[src/rtl/core/bfra_pkg.sv]
package bfra_pkg;

  // table geometry
  localparam int FREE_SLOTS = 16;
  localparam int IDX_W      = $clog2(FREE_SLOTS);
  localparam int SCAN_W     = $clog2(FREE_SLOTS + 1);

  // field widths
  localparam int CNT_W  = 21;
  localparam int BASE_W = 20;
  localparam int AGE_W  = 32;
  localparam int STAT_W = 3;

  // hard ceiling on heap size
  localparam logic [CNT_W-1:0] HEAP_LIMIT = CNT_W'(1048576);

  // request kinds
  localparam logic REQ_ALLOC = 1'b0;
  localparam logic REQ_FREE  = 1'b1;

  // result codes
  typedef enum logic [STAT_W-1:0] {
    ST_REUSE     = 3'd0,
    ST_BUMP      = 3'd1,
    ST_BUMP_GROW = 3'd2,
    ST_NO_CAP    = 3'd3,
    ST_FREE_OK   = 3'd4,
    ST_FREE_FULL = 3'd5
  } status_t;

  // sequencer states
  typedef enum logic [1:0] {
    S_IDLE,
    S_SCAN,
    S_PICK,
    S_DONE
  } state_t;

  // one free table entry
  typedef struct packed {
    logic [CNT_W-1:0]  len;
    logic [BASE_W-1:0] base;
    logic [AGE_W-1:0]  age;
  } tbl_ent_t;

  // table access requests
  typedef struct packed {
    logic             wr_en;
    logic [IDX_W-1:0] wr_addr;
    tbl_ent_t         wr_data;
    logic             rd_en;
    logic [IDX_W-1:0] rd_addr;
    logic             clr_en;
    logic [IDX_W-1:0] clr_addr;
  } tbl_ctl_t;

  // table occupancy
  typedef struct packed {
    logic [IDX_W-1:0] free_idx;
    logic             full;
  } tbl_stat_t;

endpackage

[src/rtl/core/bfra_free_table.sv]
module bfra_free_table (
  input  logic                 clk,
  input  logic                 rst_n,
  input  bfra_pkg::tbl_ctl_t   ctl,
  output bfra_pkg::tbl_ent_t   rd_ent,
  output logic                 rd_used,
  output bfra_pkg::tbl_stat_t  stat
);

  bfra_pkg::tbl_ent_t mem [bfra_pkg::FREE_SLOTS];
  bfra_pkg::tbl_ent_t rd_ent_r;
  logic               rd_used_r;
  logic [bfra_pkg::FREE_SLOTS-1:0] used_r;

  // entry storage, one write and one registered read port
  always_ff @(posedge clk) begin
    if (ctl.wr_en) begin
      mem[ctl.wr_addr] <= ctl.wr_data;
    end
    if (ctl.rd_en) begin
      rd_ent_r <= mem[ctl.rd_addr];
    end
  end

  // occupancy bits, read in step with the entry data
  always_ff @(posedge clk) begin
    if (!rst_n) begin
      used_r    <= '0;
      rd_used_r <= 1'b0;
    end else begin
      if (ctl.wr_en) begin
        used_r[ctl.wr_addr] <= 1'b1;
      end
      if (ctl.clr_en) begin
        used_r[ctl.clr_addr] <= 1'b0;
      end
      if (ctl.rd_en) begin
        rd_used_r <= used_r[ctl.rd_addr];
      end
    end
  end

  // lowest unused entry
  always_comb begin
    stat.full     = 1'b1;
    stat.free_idx = '0;
    for (int i = bfra_pkg::FREE_SLOTS - 1; i >= 0; i--) begin
      if (!used_r[i]) begin
        stat.full     = 1'b0;
        stat.free_idx = bfra_pkg::IDX_W'(i);
      end
    end
  end

  assign rd_ent  = rd_ent_r;
  assign rd_used = rd_used_r;

endmodule

[src/rtl/core/best_fit_range_allocator.sv]
// channel  | handshake             | payload
// ---------+-----------------------+------------------------------------------------
// in       | in_valid / in_ready   | in_req_type, in_slot_count, in_free_start
// out      | out_valid / out_ready | out_status, out_grant_start, out_grant_size,
//          |                       | out_heap_slots
// cfg      | cfg_we                | cfg_wdata (max_capacity)
//
// a free beat goes from accept to the done state, which loads the result register;
// an allocate goes through the scan, pick and done states, the best-fit scan
// reading one table entry a cycle through the table's single read port. one item
// is in flight at a time. rst_n is synchronous, active low, and empties the table
// and heap. a stalled out beat holds the sequencer until the result register
// frees up.
module best_fit_range_allocator (
  input  logic                         clk,
  input  logic                         rst_n,
  input  logic                         in_valid,
  output logic                         in_ready,
  input  logic                         in_req_type,
  input  logic [bfra_pkg::CNT_W-1:0]   in_slot_count,
  input  logic [bfra_pkg::BASE_W-1:0]  in_free_start,
  output logic                         out_valid,
  input  logic                         out_ready,
  output logic [bfra_pkg::STAT_W-1:0]  out_status,
  output logic [bfra_pkg::BASE_W-1:0]  out_grant_start,
  output logic [bfra_pkg::CNT_W-1:0]   out_grant_size,
  output logic [bfra_pkg::CNT_W-1:0]   out_heap_slots,
  input  logic                         cfg_we,
  input  logic [bfra_pkg::CNT_W-1:0]   cfg_wdata
);

  localparam int CNT_W  = bfra_pkg::CNT_W;
  localparam int BASE_W = bfra_pkg::BASE_W;
  localparam int AGE_W  = bfra_pkg::AGE_W;
  localparam int IDX_W  = bfra_pkg::IDX_W;
  localparam int SCAN_W = bfra_pkg::SCAN_W;

  bfra_pkg::state_t    state_r, state_nxt;
  bfra_pkg::tbl_ctl_t  tbl_ctl;
  bfra_pkg::tbl_ent_t  rd_ent;
  logic                rd_used;
  bfra_pkg::tbl_stat_t tbl_stat;

  // control state
  logic [CNT_W-1:0]  max_cap_r;
  logic [AGE_W-1:0]  age_cnt_r, age_cnt_nxt;
  logic [CNT_W-1:0]  heap_top_r, heap_top_nxt;
  logic [CNT_W-1:0]  heap_size_r, heap_size_nxt;
  logic [SCAN_W-1:0] scan_cnt_r, scan_cnt_nxt;
  logic              cmp_vld_r, cmp_vld_nxt;
  logic [IDX_W-1:0]  cmp_idx_r, cmp_idx_nxt;
  logic              best_found_r, best_found_nxt;
  logic              out_valid_r, out_valid_nxt;

  // payload state
  logic [CNT_W-1:0]  count_r, count_nxt;
  logic [IDX_W-1:0]  best_idx_r, best_idx_nxt;
  logic [CNT_W-1:0]  best_len_r, best_len_nxt;
  logic [BASE_W-1:0] best_base_r, best_base_nxt;
  logic [AGE_W-1:0]  best_dist_r, best_dist_nxt;
  bfra_pkg::status_t res_stat_r, res_stat_nxt;
  logic [BASE_W-1:0] res_start_r, res_start_nxt;
  logic [CNT_W-1:0]  res_size_r, res_size_nxt;
  bfra_pkg::status_t out_stat_r, out_stat_nxt;
  logic [BASE_W-1:0] out_start_r, out_start_nxt;
  logic [CNT_W-1:0]  out_size_r, out_size_nxt;
  logic [CNT_W-1:0]  out_heap_r, out_heap_nxt;

  // scan compare and bump arithmetic
  logic [AGE_W-1:0]  age_gap;
  logic              better;
  logic [CNT_W:0]    need;
  logic [CNT_W-1:0]  cap;
  logic [CNT_W+1:0]  dbl;
  logic [CNT_W+1:0]  grown;

  bfra_free_table u_table (
    .clk     (clk),
    .rst_n   (rst_n),
    .ctl     (tbl_ctl),
    .rd_ent  (rd_ent),
    .rd_used (rd_used),
    .stat    (tbl_stat)
  );

  // best-fit test on the entry returned by the memory
  always_comb begin
    age_gap = age_cnt_r - rd_ent.age;
    better  = cmp_vld_r && rd_used && (rd_ent.len >= count_r) &&
              (!best_found_r || (rd_ent.len < best_len_r) ||
               ((rd_ent.len == best_len_r) && (age_gap > best_dist_r)));
  end

  // bump sizing
  always_comb begin
    need  = {1'b0, heap_top_r} + {1'b0, count_r};
    cap   = (max_cap_r < bfra_pkg::HEAP_LIMIT) ? max_cap_r : bfra_pkg::HEAP_LIMIT;
    dbl   = ({2'b00, heap_size_r} + (CNT_W+2)'(1)) << 1;
    grown = ({1'b0, need} > dbl) ? {1'b0, need} : dbl;
    if (grown > {2'b00, cap}) begin
      grown = {2'b00, cap};
    end
  end

  // sequencer
  always_comb begin
    state_nxt      = state_r;
    age_cnt_nxt    = age_cnt_r;
    heap_top_nxt   = heap_top_r;
    heap_size_nxt  = heap_size_r;
    scan_cnt_nxt   = scan_cnt_r;
    cmp_vld_nxt    = 1'b0;
    cmp_idx_nxt    = cmp_idx_r;
    best_found_nxt = best_found_r;
    count_nxt      = count_r;
    best_idx_nxt   = best_idx_r;
    best_len_nxt   = best_len_r;
    best_base_nxt  = best_base_r;
    best_dist_nxt  = best_dist_r;
    res_stat_nxt   = res_stat_r;
    res_start_nxt  = res_start_r;
    res_size_nxt   = res_size_r;
    out_valid_nxt  = out_valid_r;
    out_stat_nxt   = out_stat_r;
    out_start_nxt  = out_start_r;
    out_size_nxt   = out_size_r;
    out_heap_nxt   = out_heap_r;
    in_ready       = 1'b0;
    tbl_ctl        = '0;

    // result register drains independently
    if (out_valid_r && out_ready) begin
      out_valid_nxt = 1'b0;
    end

    // running best from the previous read
    if (better) begin
      best_found_nxt = 1'b1;
      best_idx_nxt   = cmp_idx_r;
      best_len_nxt   = rd_ent.len;
      best_base_nxt  = rd_ent.base;
      best_dist_nxt  = age_gap;
    end

    case (state_r)
      bfra_pkg::S_IDLE: begin
        in_ready = 1'b1;
        if (in_valid) begin
          count_nxt = in_slot_count;
          if (in_req_type == bfra_pkg::REQ_FREE) begin
            // store the returned range in the lowest unused entry
            res_start_nxt = '0;
            res_size_nxt  = '0;
            if (tbl_stat.full) begin
              res_stat_nxt = bfra_pkg::ST_FREE_FULL;
            end else begin
              res_stat_nxt         = bfra_pkg::ST_FREE_OK;
              tbl_ctl.wr_en        = 1'b1;
              tbl_ctl.wr_addr      = tbl_stat.free_idx;
              tbl_ctl.wr_data.len  = in_slot_count;
              tbl_ctl.wr_data.base = in_free_start;
              tbl_ctl.wr_data.age  = age_cnt_r;
              age_cnt_nxt          = age_cnt_r + AGE_W'(1);
            end
            state_nxt = bfra_pkg::S_DONE;
          end else begin
            scan_cnt_nxt   = '0;
            best_found_nxt = 1'b0;
            state_nxt      = bfra_pkg::S_SCAN;
          end
        end
      end

      bfra_pkg::S_SCAN: begin
        // one read a cycle; the last compare lands when the count reaches the depth
        if (scan_cnt_r == SCAN_W'(bfra_pkg::FREE_SLOTS)) begin
          state_nxt = bfra_pkg::S_PICK;
        end else begin
          tbl_ctl.rd_en   = 1'b1;
          tbl_ctl.rd_addr = scan_cnt_r[IDX_W-1:0];
          cmp_vld_nxt     = 1'b1;
          cmp_idx_nxt     = scan_cnt_r[IDX_W-1:0];
          scan_cnt_nxt    = scan_cnt_r + SCAN_W'(1);
        end
      end

      bfra_pkg::S_PICK: begin
        if (best_found_r) begin
          // reuse the whole freed range
          tbl_ctl.clr_en   = 1'b1;
          tbl_ctl.clr_addr = best_idx_r;
          res_stat_nxt     = bfra_pkg::ST_REUSE;
          res_start_nxt    = best_base_r;
          res_size_nxt     = best_len_r;
        end else if (need > {1'b0, heap_size_r}) begin
          if (need > {1'b0, cap}) begin
            res_stat_nxt  = bfra_pkg::ST_NO_CAP;
            res_start_nxt = '0;
            res_size_nxt  = '0;
          end else begin
            res_stat_nxt  = bfra_pkg::ST_BUMP_GROW;
            res_start_nxt = heap_top_r[BASE_W-1:0];
            res_size_nxt  = count_r;
            heap_size_nxt = grown[CNT_W-1:0];
            heap_top_nxt  = need[CNT_W-1:0];
          end
        end else begin
          res_stat_nxt  = bfra_pkg::ST_BUMP;
          res_start_nxt = heap_top_r[BASE_W-1:0];
          res_size_nxt  = count_r;
          heap_top_nxt  = need[CNT_W-1:0];
        end
        state_nxt = bfra_pkg::S_DONE;
      end

      bfra_pkg::S_DONE: begin
        // hand the result over once the output register is free
        if (!out_valid_r || out_ready) begin
          out_valid_nxt = 1'b1;
          out_stat_nxt  = res_stat_r;
          out_start_nxt = res_start_r;
          out_size_nxt  = res_size_r;
          out_heap_nxt  = heap_size_r;
          state_nxt     = bfra_pkg::S_IDLE;
        end
      end

      default: begin
        state_nxt = bfra_pkg::S_IDLE;
      end
    endcase
  end

  // control registers
  always_ff @(posedge clk) begin
    if (!rst_n) begin
      state_r      <= bfra_pkg::S_IDLE;
      max_cap_r    <= bfra_pkg::HEAP_LIMIT;
      age_cnt_r    <= '0;
      heap_top_r   <= '0;
      heap_size_r  <= '0;
      scan_cnt_r   <= '0;
      cmp_vld_r    <= 1'b0;
      best_found_r <= 1'b0;
      out_valid_r  <= 1'b0;
    end else begin
      state_r      <= state_nxt;
      age_cnt_r    <= age_cnt_nxt;
      heap_top_r   <= heap_top_nxt;
      heap_size_r  <= heap_size_nxt;
      scan_cnt_r   <= scan_cnt_nxt;
      cmp_vld_r    <= cmp_vld_nxt;
      best_found_r <= best_found_nxt;
      out_valid_r  <= out_valid_nxt;
      if (cfg_we) begin
        max_cap_r <= cfg_wdata;
      end
    end
  end

  // payload registers
  always_ff @(posedge clk) begin
    cmp_idx_r   <= cmp_idx_nxt;
    count_r     <= count_nxt;
    best_idx_r  <= best_idx_nxt;
    best_len_r  <= best_len_nxt;
    best_base_r <= best_base_nxt;
    best_dist_r <= best_dist_nxt;
    res_stat_r  <= res_stat_nxt;
    res_start_r <= res_start_nxt;
    res_size_r  <= res_size_nxt;
    out_stat_r  <= out_stat_nxt;
    out_start_r <= out_start_nxt;
    out_size_r  <= out_size_nxt;
    out_heap_r  <= out_heap_nxt;
  end

  assign out_valid       = out_valid_r;
  assign out_status      = out_stat_r;
  assign out_grant_start = out_start_r;
  assign out_grant_size  = out_size_r;
  assign out_heap_slots  = out_heap_r;

endmodule
[config.mk]
export PLATFORM = sky130hd
export DESIGN_NAME = best_fit_range_allocator
export DESIGN_NICKNAME = d
export VERILOG_FILES = /design/src/rtl/core/bfra_pkg.sv /design/src/rtl/core/bfra_free_table.sv /design/src/rtl/core/best_fit_range_allocator.sv
export SDC_FILE = /design/constraint.sdc
export NUM_CORES = 2
export LEC_CHECK = 0
export ABC_CLOCK_PERIOD_IN_PS = 12300
export BUFFER_PORTS_ARGS = -buffer_cell sky130_fd_sc_hd__buf_2
export CAP_MARGIN = 30
export CORE_MARGIN = 3
export CORE_UTILIZATION = 35
export DETAILED_ROUTE_END_ITERATION = 8
export GPL_TIMING_DRIVEN = 0
export PLACE_DENSITY_LB_ADDON = 0.3
export SLEW_MARGIN = 0
export SYNTH_ARGS = -nofsm -noshare
export SYNTH_HDL_FRONTEND = slang
export SYNTH_HIERARCHICAL = 1
export SYNTH_SLANG_ARGS = --single-unit
[constraint.sdc]
create_clock -name clk -period 12.3 [get_ports clk]
set_input_delay 2.46 -clock clk [delete_from_list [all_inputs] [get_ports clk]]
set_output_delay 2.46 -clock clk [all_outputs]
set_load 0.1 [all_outputs]
Word level (Yosys, flattened, before mapping)
Memory sizes are Yosys's and may differ from the RTL's. A register that Yosys moved wholly into a read port is not among the register bits.
Cells that the tools add are included.
Widths: inputs -> output; s select.
- $add $sub $neg: 5
- order comparisons: 13
- equal/unequal tests: 12
- muxes and demuxes: 77
- bitwise operators: 7
- reductions and logical operators: 25
- operators by type and width (cell ; number):
    $mux 78 ; 4
    $mux 21 ; 9
    $mux 5 ; 23
    $mux 20 ; 5
    $mux 16 ; 3
    $gt 22x21->1 ; 2
    $pmux 21 s2 ; 1
    $pmux 20 s2 ; 1
    $add 32x1->32 const B ; 1
    $gt 32x32->1 ; 1
    $sub 32x32->32 ; 1
    $gt 22x23->1 ; 1
    $gt 23x21->1 ; 1
    $mux 23 ; 1
    $add 21x1->22 const B ; 1
    $add 21x21->22 ; 1
    $eq 21x21->1 ; 1
    $ge 21x21->1 ; 1
    $lt 21x21->1 ; 1
    $lt 21x21->1 const B ; 1
    $and 16x16->16 ; 1
    $mux 1 ; 16
    $not 16->16 ; 1
    $or 16x16->16 ; 1
    23 further kinds ; 60
- flip-flop bits (word level): 333
- bits in writable memories: 1168
- input port bits: 68
- logic and storage cells: 164
- memories: 1
- memories (memory ; words ; bits a word ; rd ports ; clocked after Yosys merged registers in ; wr ports ; line ; RTL):
    u_table.mem ; 16 ; 73 ; 1 ; 1 ; 1 ; bfra_free_table.sv:10 ; bfra_pkg::tbl_ent_t mem [bfra_pkg::FREE_SLOTS];

Longest topological paths before layout
- word-level depth: 29
- depth in mapped cells: 33

Cells and area by module
The synthesis kept the hierarchy.
- modules (own cells, without submodules) (module ; instances ; cells an instance ; area an instance (um^2)):
    bfra_free_table ; 1 ; 1813 ; 47060.1
    best_fit_range_allocator ; 1 ; 1800 ; 18841.8

Worst setup path before layout
Ideal clock, no wire load.
- path kind: input -> register
- start point: input port in_valid
- end point: register u_table/used_r[1] (netlist bit)
- library setup time: 89 ps
- data arrival time: 11586 ps
- required time: 12211 ps
- path slack: 625 ps
- stages: 7
- buffers on the path: 1
- cells stage by stage: nand2_1 > nor3b_2 > clkbuf_1 > and2_1 > nand2_1 > nor4_1 > o221a_2
- RTL lines (element ; line ; RTL):
    from (decl) ; best_fit_range_allocator.sv:17 ; input logic in_valid,
    to (signal assigned) ; bfra_free_table.sv:28 ; used_r <= '0;
    to (signal, indexed assignment) ; bfra_free_table.sv:32 ; used_r[ctl.wr_addr] <= 1'b1;
    to (signal, indexed assignment) ; bfra_free_table.sv:35 ; used_r[ctl.clr_addr] <= 1'b0;
    to (decl) ; bfra_free_table.sv:13 ; logic [bfra_pkg::FREE_SLOTS-1:0] used_r;

Final worst setup path
- start point: register count_r[0]
- end point: register heap_size_r[16]
- cells in the longest elaborated chain, start to end: 5
- RTL lines (element ; line ; RTL):
    from (decl) ; best_fit_range_allocator.sv:56 ; logic [CNT_W-1:0] count_r, count_nxt;
    from (signal assigned) ; best_fit_range_allocator.sv:264 ; count_r <= count_nxt;
    $add 21x21->22 (*) ; best_fit_range_allocator.sv:96 ; need = {1'b0, heap_top_r} + {1'b0, count_r};
    via need[16] ; best_fit_range_allocator.sv:72 ; logic [CNT_W:0] need;
    $gt 22x23->1 ; best_fit_range_allocator.sv:99 ; grown = ({1'b0, need} > dbl) ? {1'b0, need} : dbl;
    $mux 23 ; best_fit_range_allocator.sv:99 ;
    $gt 23x21->1 ; best_fit_range_allocator.sv:100 ; if (grown > {2'b00, cap}) begin
    $mux 21 ; best_fit_range_allocator.sv:100 ;
    to (signal assigned) ; best_fit_range_allocator.sv:250 ; heap_size_r <= heap_size_nxt;
    to (decl) ; best_fit_range_allocator.sv:48 ; logic [CNT_W-1:0] heap_size_r, heap_size_nxt;
Mark *: on every way through the listed nets, which the timed path passes. The rest lies on a longest branch.
A chain may end at the register's enable or synchronous reset.

==> impl_metrics.env <==
export IMPL_outcome="finished, final reports clean"
export IMPL_rsz0062_at_grt="false"
export IMPL_die_height_um=440
export IMPL_antenna_found_initial=18
export IMPL_power_total_uw=15200
export IMPL_num_fill_cells=16500
export IMPL_drc=0
export IMPL_num_rows=158
export IMPL_insertion_delay_ps=800
export IMPL_synth_edf_count=1452
export IMPL_drt_first_pass_iters=5
export IMPL_start_util_pct=35.4
export IMPL_antenna_left=0
export IMPL_maxSlewHeadroom_pct=31.8
export IMPL_synth_cells=3613
export IMPL_drive_gt1_share_pct=23.7
export IMPL_timing_hold_ws_ps=414
export IMPL_io_pin_count=135
export IMPL_drv_slew=0
export IMPL_synth_avg_cell_area_um2=18.2
export IMPL_nets=4367
export IMPL_fin_setup_tns_ps=0
export IMPL_die_area_mm2=0.194
export IMPL_finalCritPeriodShare_pct=65.4
export IMPL_worst_pin_slew_ps=1020
export IMPL_grt_util_all_layers_pct=17.3
export IMPL_p_leak_uw=0.0254
export IMPL_die_w_um=440
export IMPL_core_area_mm2=0.186
export IMPL_post_drt_wl_per_cell_um=25.1
export IMPL_cts_buffers=164
export IMPL_vdd_drop_max_mv=0.184
export IMPL_cap_violations=0
export IMPL_grt_pass1_vias=35100
export IMPL_post_route_min_period_ps=8040
export IMPL_max_clock_freq_mhz=124
export IMPL_crit_fanout=10
export IMPL_cts_sinks=1574
export IMPL_area_growth_pct=17.4
export IMPL_post_cts_setup_buffers=0
export IMPL_final_cell_area_mm2=0.0774
export IMPL_grt_pass1_wl_um=244000
export IMPL_setup_viol_count_final=0
export IMPL_cpPeakStageDelay_ps=560
export IMPL_r2r_setup_slack_ps=4260
export IMPL_final_common_cell="edfxtp_1"
export IMPL_yosysWarningCount=6
export IMPL_cts_max_level=4
export IMPL_synth_cell_types=76
export IMPL_vias=35300
export IMPL_overflow=0
export IMPL_gp_congestion=0.842
export IMPL_ys_async_sr_fraction_pct=0
export IMPL_cts_root_buf="clkbuf_16"
export IMPL_cpMaxStageDelayCell="xor2_1"
export IMPL_ys_flop_type="edfxtp_1"
export IMPL_synth_seq_area_share_pct=69.9
export IMPL_clkTransAtPathRegs_ps=60
export IMPL_postLayoutCoreUtil_pct=41.5
export IMPL_hold_path_class="reg -> reg"
export IMPL_hold_viol=0
export IMPL_worstSetupStartpointType="flip-flop"
export IMPL_drt_iter0_markers=3040
export IMPL_grt_max_degree=32
export IMPL_cp_arrival_ps=8750
export IMPL_crit_path_end_kind="flip-flop"
export IMPL_critPathKind="reg -> reg"
export IMPL_via_per_inst=5.27
export IMPL_p_per_area_mw_per_mm2=197
export IMPL_hold_buffers=0
export IMPL_mostFrequentLayoutCells="edfxtp_1, mux4_2, ha_1, clkbuf_16, inv_1"
export IMPL_wirelength_um=168000
export IMPL_required_ps=13010
export IMPL_dp_final_hpwl_um=119000
export IMPL_dpl_cell_area_mm2=0.0720
export IMPL_portBuffers=133
export IMPL_cts_resized=0
export IMPL_skew_ps=46.5
export IMPL_cts_buffer_depth=3
export IMPL_mappedNetlistArea_mm2=0.0659
export IMPL_ys_ff_latch=1574
export IMPL_cts_tree="yes"
export IMPL_syn_nets=3900
-- sequential cells by signal, summed over array words and instances, names as in the netlist, 16 cells and up --
register         flops
u_table/mem       1168
u_table/rd_ent      73
age_cnt_r           32
best_dist_r         32
best_len_r          21
count_r             21
heap_size_r         21
heap_top_r          21
max_cap_r           21
out_grant_size      21
out_heap_slots      21
res_size_r          21
best_base_r         20
out_grant_start     20
res_start_r         20
u_table/used_r      16
-- final cells by class --
| cell class | count | area, um^2 | share of cell area [%] |
|---|---|---|---|
| Tap cell | 2480 | 3100 | 4.01 |
| Inverter | 165 | 619 | 0.801 |
| Sequential cell | 1574 | 46000 | 59.5 |
| Clock inverter | 91 | 961 | 1.24 |
| Buffer | 133 | 757 | 0.978 |
| Multi-Input combinational cell | 1741 | 18600 | 24.1 |
| Timing Repair Buffer | 301 | 2870 | 3.71 |
| Clock buffer | 211 | 4350 | 5.63 |
| Antenna cell | 12 | 30.0 | 0.0388 |
-- routing by layer --
metal  wire, um  GRT usage [%]  vias to the layer above
met5         26              0                        -
met4       4410           5.13                        4
met3      11300           3.36                      224
met2      79900           27.8                     1163
met1      72800           23.9                    18500
li1           -              -                    15500
-- final timing paths --
check | to | depth (start not counted) | start
setup / recovery | heap_size_r[16]$_SDFFE_PN0P_ | 32 | count_r[0]$_DFFE_PP_
hold / removal | best_base_r[1]$_DFFE_PP_ | 0 | u_table/rd_ent[33]$_DFFE_PP_
setup reg to reg | heap_size_r[16]$_SDFFE_PN0P_ | 32 | count_r[0]$_DFFE_PP_
hold reg to reg | best_base_r[1]$_DFFE_PP_ | 0 | u_table/rd_ent[33]$_DFFE_PP_
-- where the power goes --
group          internal [uW]  leakage [uW]  switching, uW
registers               6260        0.0139            227
clock network           2810       0.00256           2080
logic                   1450       0.00895           2400
-- critical path, delay by kind of cell, from the launching register on --
kind	cells	cell delay (ps)
compound gates	18	3980
buf+inv	4	720
flops	1	450
xor+xnor	1	560
simple gates	5	930
fa+ha+maj	4	1340
-- per-stage QoR --
stage                     std cells  worst slack [ps]
final                          6708              4260
after global routing           6701              3830
after CTS                      6694              4250
after detailed placement       6392              4310
after global placement         6226            -12040
after floorplan                3613               625
-- synth_stat cells (31+ instances only) --
library cell	number	area [um^2]
o21a_1	34	255
and2_1	132	826
a22o_1	41	359
ha_1	217	2720
a21oi_1	103	515
xnor2_1	76	666
nand3_1	37	185
nand4_1	47	294
edfxtp_1	1452	43600
dfxtp_1	122	2440
mux4_2	367	8270
nor2b_1	71	444
inv_1	164	616
nor3_1	35	175
o21ai_0	61	305
a21o_1	52	390
nand2_1	108	405
nor2_1	84	315
mux2i_1	43	430
buf_6	31	349
clkbuf_1	75	282
-- cells by family after synthesis --
group / count (synthesis) / synth area share (%)
compound gates: 430 / 4.63
xor+xnor: 89 / 1.18
fa+ha+maj: 219 / 4.18
buf+inv: 298 / 2.09
flops: 1574 / 69.9
mux: 412 / 13.2
simple gates: 591 / 4.82
(Power assumes the default switching activity.)
